## config.mk

```make
export PLATFORM = sky130hd
export DESIGN_NAME = mandelbrot_escape_time_core
export DESIGN_NICKNAME = d
export VERILOG_FILES = /design/src/rtl/core/met_pkg.sv /design/src/rtl/core/mandelbrot_escape_time_core.sv /design/src/rtl/core/met_mul.sv /design/src/rtl/core/met_seq.sv
export SDC_FILE = /design/constraint.sdc
export NUM_CORES = 2
export LEC_CHECK = 0
export BUFFER_PORTS_ARGS = -buffer_cell sky130_fd_sc_hd__buf_2
export CAP_MARGIN = 20
export CORE_ASPECT_RATIO = 0.9
export CORE_MARGIN = 8
export CORE_UTILIZATION = 42
export CTS_CLUSTER_DIAMETER = 50
export DETAILED_ROUTE_END_ITERATION = 10
export PLACE_DENSITY = 0.53
export SLEW_MARGIN = 0
export SYNTH_ARGS = -nofsm -noshare
export SYNTH_HDL_FRONTEND = slang
export SYNTH_HIERARCHICAL = 1
export SYNTH_SLANG_ARGS = --single-unit
```

## constraint.sdc

```tcl
create_clock -name aclk -period 13.65 [get_ports aclk]
set_input_delay 0.6825 -clock aclk [delete_from_list [all_inputs] [get_ports aclk]]
set_output_delay 0.6825 -clock aclk [all_outputs]
set_load 0.03 [all_outputs]
```

## src/rtl/core/met_pkg.sv

```systemverilog
// Shared constants and types for the Mandelbrot escape-time core.
package met_pkg;

    // Internal fixed point: signed, 28 fraction bits; products carry 56.
    localparam int IFRAC = 28;
    // z stays within +/-8 between escape tests, so 33 signed bits hold it.
    localparam int ZW    = 33;
    localparam int PW    = 2 * ZW;
    localparam int CNT_W = 16;

    localparam int FRAC_BITS_DEF   = 28;
    localparam int COORD_WIDTH_DEF = 32;

    localparam logic [CNT_W-1:0] MAX_ITER_RESET = CNT_W'(256);

    localparam logic signed [ZW-1:0] ONE_Q     = ZW'(64'sd1 <<< IFRAC);
    localparam logic signed [ZW-1:0] QUARTER_Q = ZW'(64'sd1 <<< (IFRAC - 2));

    // |z|^2 > 4 and bulb radius^2 = 1/16, both in the product format.
    localparam logic signed [PW:0] ESC_Q  = (PW+1)'(64'sd1 <<< (2 * IFRAC + 2));
    localparam logic signed [PW:0] BULB_Q = (PW+1)'(64'sd1 <<< (2 * IFRAC - 4));

    typedef struct packed {
        logic signed [ZW-1:0] cr;
        logic signed [ZW-1:0] ci;
        logic                 far;   // a part beyond +/-4
        logic                 mid;   // both parts within +/-2
    } met_start_t;

    typedef struct packed {
        logic [CNT_W-1:0] count;
    } met_res_t;

endpackage

```

## src/rtl/core/mandelbrot_escape_time_core.sv

```systemverilog
// Top level: Mandelbrot escape-time core with cardioid and period-2 bulb test.
// Flow: a far point (a part beyond +/-4) goes straight to the result; otherwise, when both parts
//   are within +/-2, the cardioid/bulb test runs first, then z passes on the shared 33x33 multiplier;
//   escape at pass i runs i + 1 passes, the last one ending at the escape test; inside runs max_iterations.
// Throughput: one item at a time; s_tready returns once the result sits in the output
//   register, so a new point is not taken until the last one is done.
// Reset (aresetn low, synchronous): sequencer idle, output empty, max_iterations = 256.
module mandelbrot_escape_time_core #(
    parameter int FRAC_BITS   = met_pkg::FRAC_BITS_DEF,
    parameter int COORD_WIDTH = met_pkg::COORD_WIDTH_DEF
) (
    input  logic                                    aclk,
    input  logic                                    aresetn,
    // config: max_iterations
    input  logic                                    cfg_we,
    input  logic [met_pkg::CNT_W-1:0]               cfg_wdata,
    // input items
    input  logic                                    s_tvalid,
    output logic                                    s_tready,
    input  logic [((2*COORD_WIDTH+7)/8)*8-1:0]      s_tdata,   // c_real, c_imag
    // result items
    output logic                                    m_tvalid,
    input  logic                                    m_tready,
    output logic [met_pkg::CNT_W-1:0]               m_tdata    // escape_count
);

    localparam int IFRAC = met_pkg::IFRAC;
    localparam int LSH   = (FRAC_BITS < IFRAC) ? (IFRAC - FRAC_BITS) : 0;
    localparam int RSH   = (FRAC_BITS > IFRAC) ? (FRAC_BITS - IFRAC) : 0;
    // Q.28 view of the input, wide enough for the +/-4 limit compare
    localparam int QW    = (COORD_WIDTH + LSH > 34) ? (COORD_WIDTH + LSH) : 34;

    localparam logic signed [QW-1:0] FOUR_Q  = QW'(64'sd1 <<< (IFRAC + 2));
    localparam logic signed [QW-1:0] NFOUR_Q = -FOUR_Q;
    localparam logic signed [QW-1:0] TWO_Q   = QW'(64'sd1 <<< (IFRAC + 1));
    localparam logic signed [QW-1:0] NTWO_Q  = -TWO_Q;

    logic [met_pkg::CNT_W-1:0] max_iter_reg;

    logic signed [COORD_WIDTH-1:0] cr_raw, ci_raw;
    logic signed [QW-1:0]          qr, qi;

    met_pkg::met_start_t start;
    met_pkg::met_res_t   res;
    logic                start_ready, res_valid, res_ready;

    logic                      m_valid_reg;
    logic [met_pkg::CNT_W-1:0] m_data_reg;

    // config register; the user must write it only while idle, the block does not enforce it
    always_ff @(posedge aclk) begin
        if (!aresetn) begin
            max_iter_reg <= met_pkg::MAX_ITER_RESET;
        end else if (cfg_we) begin
            max_iter_reg <= cfg_wdata;
        end
    end

    // unpack and convert to Q.28; right shift is a floor
    assign cr_raw = s_tdata[COORD_WIDTH-1:0];
    assign ci_raw = s_tdata[2*COORD_WIDTH-1:COORD_WIDTH];
    assign qr     = (QW'(cr_raw) <<< LSH) >>> RSH;
    assign qi     = (QW'(ci_raw) <<< LSH) >>> RSH;

    // range flags; truncation to the core width is exact whenever iteration happens
    assign start.cr  = met_pkg::ZW'(qr);
    assign start.ci  = met_pkg::ZW'(qi);
    assign start.far = (qr > FOUR_Q) || (qr < NFOUR_Q) || (qi > FOUR_Q) || (qi < NFOUR_Q);
    assign start.mid = (qr <= TWO_Q) && (qr >= NTWO_Q) && (qi <= TWO_Q) && (qi >= NTWO_Q);

    met_seq u_seq (
        .aclk        (aclk),
        .aresetn     (aresetn),
        .start       (start),
        .start_valid (s_tvalid),
        .start_ready (start_ready),
        .max_iter    (max_iter_reg),
        .res         (res),
        .res_valid   (res_valid),
        .res_ready   (res_ready)
    );

    assign s_tready = start_ready;

    // output register decouples the result from the sequencer
    assign res_ready = !m_valid_reg || m_tready;

    always_ff @(posedge aclk) begin
        if (!aresetn) begin
            m_valid_reg <= 1'b0;
        end else if (res_valid && res_ready) begin
            m_valid_reg <= 1'b1;
        end else if (m_tready) begin
            m_valid_reg <= 1'b0;
        end
        if (res_valid && res_ready) begin
            m_data_reg <= res.count;
        end
    end

    assign m_tvalid = m_valid_reg;
    assign m_tdata  = m_data_reg;

endmodule

```

## src/rtl/core/met_mul.sv

```systemverilog
// Shared signed multiplier with registered product.
module met_mul (
    input  logic                           aclk,
    input  logic signed [met_pkg::ZW-1:0]  a,
    input  logic signed [met_pkg::ZW-1:0]  b,
    output logic signed [met_pkg::PW-1:0]  p
);

    logic signed [met_pkg::PW-1:0] p_reg;
    logic signed [met_pkg::PW-1:0] p_next;

    assign p_next = met_pkg::PW'(a) * met_pkg::PW'(b);

    always_ff @(posedge aclk) begin
        p_reg <= p_next;
    end

    assign p = p_reg;

endmodule

```

## src/rtl/core/met_seq.sv

```systemverilog
// Sequencer and datapath: cardioid/bulb test and z iteration on one multiplier.
module met_seq (
    input  logic                          aclk,
    input  logic                          aresetn,
    input  met_pkg::met_start_t           start,
    input  logic                          start_valid,
    output logic                          start_ready,
    input  logic [met_pkg::CNT_W-1:0]     max_iter,
    output met_pkg::met_res_t             res,
    output logic                          res_valid,
    input  logic                          res_ready
);

    localparam int ZW = met_pkg::ZW;
    localparam int PW = met_pkg::PW;

    typedef enum logic [11:0] {
        S_IDLE = 12'b0000_0000_0001,
        S_CXX  = 12'b0000_0000_0010,
        S_CYY  = 12'b0000_0000_0100,
        S_CQ   = 12'b0000_0000_1000,
        S_CQQ  = 12'b0000_0001_0000,
        S_CBB  = 12'b0000_0010_0000,
        S_CBE  = 12'b0000_0100_0000,
        S_ZRR  = 12'b0000_1000_0000,
        S_ZII  = 12'b0001_0000_0000,
        S_ZRI  = 12'b0010_0000_0000,
        S_ZUP  = 12'b0100_0000_0000,
        S_DONE = 12'b1000_0000_0000
    } met_state_t;

    met_state_t state_reg, state_next;

    logic signed [ZW-1:0] cr_reg, ci_reg, xs_reg, xp_reg;
    logic signed [ZW-1:0] zr_reg, zi_reg, zr_next, zi_next;
    logic signed [PW-1:0] r2_reg, r2_next, y2_reg, y2_next;
    logic                 card_reg, card_next;
    logic [met_pkg::CNT_W-1:0] cnt_reg, cnt_next, count_reg, count_next;
    logic signed [ZW-1:0] cr_next, ci_next, xs_next, xp_next;

    logic signed [ZW-1:0] mul_a, mul_b;
    logic signed [PW-1:0] prod;

    logic signed [PW:0]   r2x, px, y2x, sum_rp, diff_rp;
    logic signed [ZW-1:0] zr_upd, zi_upd, q_new;
    logic signed [PW-1:0] lim;
    logic                 esc, bulb, card_now;

    met_mul u_mul (
        .aclk (aclk),
        .a    (mul_a),
        .b    (mul_b),
        .p    (prod)
    );

    // Q.56 helpers around the product register
    assign r2x     = (PW+1)'(r2_reg);
    assign px      = (PW+1)'(prod);
    assign y2x     = (PW+1)'(y2_reg);
    assign sum_rp  = r2x + px;
    assign diff_rp = r2x - px;
    assign esc     = sum_rp > met_pkg::ESC_Q;
    assign zr_upd  = ZW'(diff_rp >>> met_pkg::IFRAC) + cr_reg;
    // floor(2*zr*zi / 2^28) == floor(zr*zi / 2^27)
    assign zi_upd  = ZW'(prod >>> (met_pkg::IFRAC - 1)) + ci_reg;
    assign q_new   = ZW'(sum_rp >>> met_pkg::IFRAC);
    assign lim     = (y2_reg + PW'(3)) >>> 2;
    assign card_now = prod < lim;
    assign bulb    = (px + y2x) < met_pkg::BULB_Q;

    // operand select per step
    always_comb begin
        mul_a = '0;
        mul_b = '0;
        unique case (state_reg)
            S_CXX: begin mul_a = xs_reg; mul_b = xs_reg; end
            S_CYY: begin mul_a = ci_reg; mul_b = ci_reg; end
            S_CQQ: begin mul_a = zr_reg; mul_b = zi_reg; end
            S_CBB: begin mul_a = xp_reg; mul_b = xp_reg; end
            S_ZRR: begin mul_a = zr_reg; mul_b = zr_reg; end
            S_ZII: begin mul_a = zi_reg; mul_b = zi_reg; end
            S_ZRI: begin mul_a = zr_reg; mul_b = zi_reg; end
            default: begin mul_a = '0; mul_b = '0; end
        endcase
    end

    always_comb begin
        state_next = state_reg;
        cr_next    = cr_reg;
        ci_next    = ci_reg;
        xs_next    = xs_reg;
        xp_next    = xp_reg;
        zr_next    = zr_reg;
        zi_next    = zi_reg;
        r2_next    = r2_reg;
        y2_next    = y2_reg;
        card_next  = card_reg;
        cnt_next   = cnt_reg;
        count_next = count_reg;
        unique case (state_reg)
            S_IDLE: begin
                if (start_valid) begin
                    cr_next = start.cr;
                    ci_next = start.ci;
                    xs_next = start.cr - met_pkg::QUARTER_Q;
                    xp_next = start.cr + met_pkg::ONE_Q;
                    zr_next = '0;
                    zi_next = '0;
                    cnt_next = '0;
                    if (start.far) begin
                        count_next = (max_iter >= met_pkg::CNT_W'(2)) ?
                                     met_pkg::CNT_W'(1) : '0;
                        state_next = S_DONE;
                    end else if (start.mid) begin
                        state_next = S_CXX;
                    end else if (max_iter == '0) begin
                        count_next = '0;
                        state_next = S_DONE;
                    end else begin
                        state_next = S_ZRR;
                    end
                end
            end
            S_CXX: state_next = S_CYY;
            S_CYY: begin
                r2_next    = prod;               // (cr - 1/4)^2
                state_next = S_CQ;
            end
            S_CQ: begin
                y2_next    = prod;               // ci^2
                zr_next    = q_new;              // q
                zi_next    = q_new + xs_reg;     // q + cr - 1/4
                state_next = S_CQQ;
            end
            S_CQQ: state_next = S_CBB;
            S_CBB: begin
                card_next  = card_now;
                state_next = S_CBE;
            end
            S_CBE: begin
                zr_next  = '0;
                zi_next  = '0;
                cnt_next = '0;
                if (card_reg || bulb || (max_iter == '0)) begin
                    count_next = '0;
                    state_next = S_DONE;
                end else begin
                    state_next = S_ZRR;
                end
            end
            S_ZRR: state_next = S_ZII;
            S_ZII: begin
                r2_next    = prod;               // zr^2
                state_next = S_ZRI;
            end
            S_ZRI: begin
                if (esc) begin
                    count_next = cnt_reg;
                    state_next = S_DONE;
                end else begin
                    zr_next    = zr_upd;         // multiplier already took old zr
                    state_next = S_ZUP;
                end
            end
            S_ZUP: begin
                zi_next = zi_upd;
                if (cnt_reg + met_pkg::CNT_W'(1) == max_iter) begin
                    count_next = '0;
                    state_next = S_DONE;
                end else begin
                    cnt_next   = cnt_reg + met_pkg::CNT_W'(1);
                    state_next = S_ZRR;
                end
            end
            S_DONE: begin
                if (res_ready) begin
                    state_next = S_IDLE;
                end
            end
            default: state_next = S_IDLE;
        endcase
    end

    always_ff @(posedge aclk) begin
        if (!aresetn) begin
            state_reg <= S_IDLE;
        end else begin
            state_reg <= state_next;
        end
        cr_reg    <= cr_next;
        ci_reg    <= ci_next;
        xs_reg    <= xs_next;
        xp_reg    <= xp_next;
        zr_reg    <= zr_next;
        zi_reg    <= zi_next;
        r2_reg    <= r2_next;
        y2_reg    <= y2_next;
        card_reg  <= card_next;
        cnt_reg   <= cnt_next;
        count_reg <= count_next;
    end

    assign start_ready = (state_reg == S_IDLE);
    assign res_valid   = (state_reg == S_DONE);
    assign res.count   = count_reg;

    a_start_leaves_idle: assert property (@(posedge aclk) disable iff (!aresetn)
        (state_reg == S_IDLE && start_valid) |=> (state_reg != S_IDLE))
        else $error("start did not leave idle");

    a_done_holds: assert property (@(posedge aclk) disable iff (!aresetn)
        (state_reg == S_DONE && !res_ready) |=>
        (state_reg == S_DONE && $stable(count_reg)))
        else $error("result dropped while stalled");

    a_first_pass_zero: assert property (@(posedge aclk) disable iff (!aresetn)
        (state_reg == S_ZRR && cnt_reg == '0) |-> (zr_reg == '0 && zi_reg == '0))
        else $error("first pass without z = 0");

    a_zri_order: assert property (@(posedge aclk) disable iff (!aresetn)
        (state_reg == S_ZRI) |-> ($past(state_reg) == S_ZII))
        else $error("escape test out of order");

endmodule

```

==> metrics.txt <==
CP most frequent cell fa_1; max_cap viols 0; endpoint type of the worst setup path flop; Arr. time, crit path 12.44 ns; clk slew on worst S/H paths approximately 0.06 ns; initial antenna violation count 7; area grow syn2layout 7.84%; hold_buf cts 0; Final Hold Fails 0; post_cts resized 0; Critical Path RT 14.19 ns; Die W 450 um; share of layout cells above drive strength 1 under 10%; crit path launch type flop; VDD IR max approximately 140 uV; clk root buf clkbuf_16; DRC viols 0; Cell Area, Placed ~75000 um2; RSZ-0062 raised after global routing no; postcts setup bufs 0; Max FO, Critical Path 17; TritonCTS Buffers 59; IO Pins 103; EDFF count, synth between 300 and 400; Via-to-Cell Ratio 5.47; status finished, final reports clean; Worst Skew between 0.07 and 0.08 ns; Hold Path Origin s_tdata[18]; Setup TNS Final 0 ns; Tightest Pin Transition 1.17 ns; post-route ant nets 0; Max Clock Freq approximately 84 MHz; Mapped Area 71300 um2; Slowest-stage cell, CP a221o_1; async set-reset flop share out of synthesis 0%; Die Span Y slightly above 400 um; Final Max Tran Viols 0; number of instances in the placed design between 9k and 10k; Setup CP Type flop to flop; Comb power frac a little under a fifth; critical path's largest stage delay roughly 0.83 ns; clk_lat worst skew around 0.67 ns; std cell rows roughly 140; top_reg_cell synth edfxtp_1; most frequent cells in the layout inv_1, fa_1, nand2_1; internal power 2.67 mW; Final min period roughly 12 ns; Wirelength per Cell ~23 um; sequential area share after synthesis roughly 16%; CTS tree done; final instance area slightly below 80000 um2; crit path launch u_seq/state_reg[4]; Reg-to-Reg Start u_seq/state_reg[4]; CTS sink count 420; Hold Path Class primary input to flop; pwr/cell area around 51 nW/um2; Mean Syn Cell Area 9.27 um2; Net Count, Synth 9508; layout filler cell count between 15k and 20k; flops & latches, synth 420; first-pass GRT wire length around 350000 um; gp weighted congestion around 0.94; CTS H-tree depth 2; Clock Path Buffers 3; # setup viols final 0; Hold WS approximately 0.2 ns; GRT Util Overall approximately a quarter; Initial Utilization 42.3%; Die ar. around 180000 um2; Port Buffer Count around 100; core footprint ~170000 um2; Via Count ~55k; Clock Power Share a little under two fifths; global route overflow 0; First-pass DRT Iterations 5; largest net degree at the start of global routing 71; fin crit share 87.2%; Flop pwr share about 43%; Power Total between 3 and 4 mW; NumNets Final 9528; Slew HR between 20% and 30%; Total Wirelength ~230000 um; drt initial violations approximately 4.1k; hpwl dp between 150000 and 200000 um; Non-Filler Instances around 10k; NetSw around 1.3 mW; vias in the first global route about 56k; Synth Instances between 7k and 8k; Leak Pwr 36.9 nW; Sw Share around 32%; synth unique cells roughly 110; commonest non-fill, non-tap cell in the layout inv_1; Syn. warnings 6
## critical path: cells and delay by family, from the launching register on
family | cells | cell delay (ns)
AOI/OAI and AO/OA | 9 | 3.14
and+or+nand+nor | 8 | 2.83
buffers and inverters | 6 | 0.76
adders and majority gates | 9 | 4.49
xor gates and xnor gates | 1 | 0.14
DFF | 1 | 0.37
## power by group through the flow
stage,clock (mW),combinational [mW],sequential [mW]
floorplan,0,0.483,1.65
global placement,0,0.713,1.74
detailed placement,0,0.717,1.73
CTS,1.56,0.721,1.71
global route,1.61,0.794,1.72
finish,1.52,0.729,1.71
## stage by stage
stage,utilization (%),worst slack (ns)
2_1_floorplan,-,3.17
3_3_place_gp,44.3,2.01
3_5_place_dp,44.4,1.86
4_1_cts,45.5,1.83
5_1_grt,45.6,1.18
6_report,45.6,1.75
## cell usage after synthesis (43+ instances only)
master       n  area [um2]
a21o_1     130         976
a21oi_1    328        1640
a221o_1     73         731
and2_1     599        3750
clkbuf_1   290        1090
dfxtp_1     95        1900
edfxtp_1   325        9760
fa_1      1149       23000
ha_1       577        7220
inv_1     1330        4990
nand2_1    783        2940
nand2b_1    43         269
nand3_1    106         531
nand4_1     72         450
nor2_1     323        1210
nor2b_1     77         482
nor3_1      83         415
nor4_1      58         363
o211ai_1    47         353
o21ai_0    182         911
o22ai_1     49         307
xnor2_1    202        1770
xor2_1     131        1150
## final cells by class
class                   count  area [um2]  area share (%)
clock buffers              70        1600            2.08
inverters                1335        5010            6.52
flip-flops and latches    420       11700            15.2
repair buffers            276        2000            2.60
well taps                2247        2810            3.66
clock inverters            40         334           0.434
diodes                      3        7.51         0.00976
multi-input cells        5625       53500            69.5
## cell families after synthesis
kind of cell | synth area share, %
AOI/OAI and AO/OA | 11.7
xor gates and xnor gates | 4.09
buffers and inverters | 8.76
muxes | 0.402
and+or+nand+nor | 16.3
adders and majority gates | 42.4
DFF | 16.4
## layer usage
metal	global-route usage [%]	share of wire [%]	up-vias
met5	0	0	-
met4	8.25	3.9	0
met3	2.36	4.7	284
met2	41.1	47	1518
met1	34.0	44	27900
li1	-	-	25100
## final timing paths
path	slack, ns	end	cells past startpoint
worst max-delay path	1.75	u_seq/u_mul/p[64]	33
worst min-delay path	0.20	u_seq/cr_reg[18]	1
worst max register to register	1.75	u_seq/u_mul/p[64]	33
worst min register to register	0.43	m_tdata[0]	0
No activity file was read; power rests on OpenSTA's default activity.
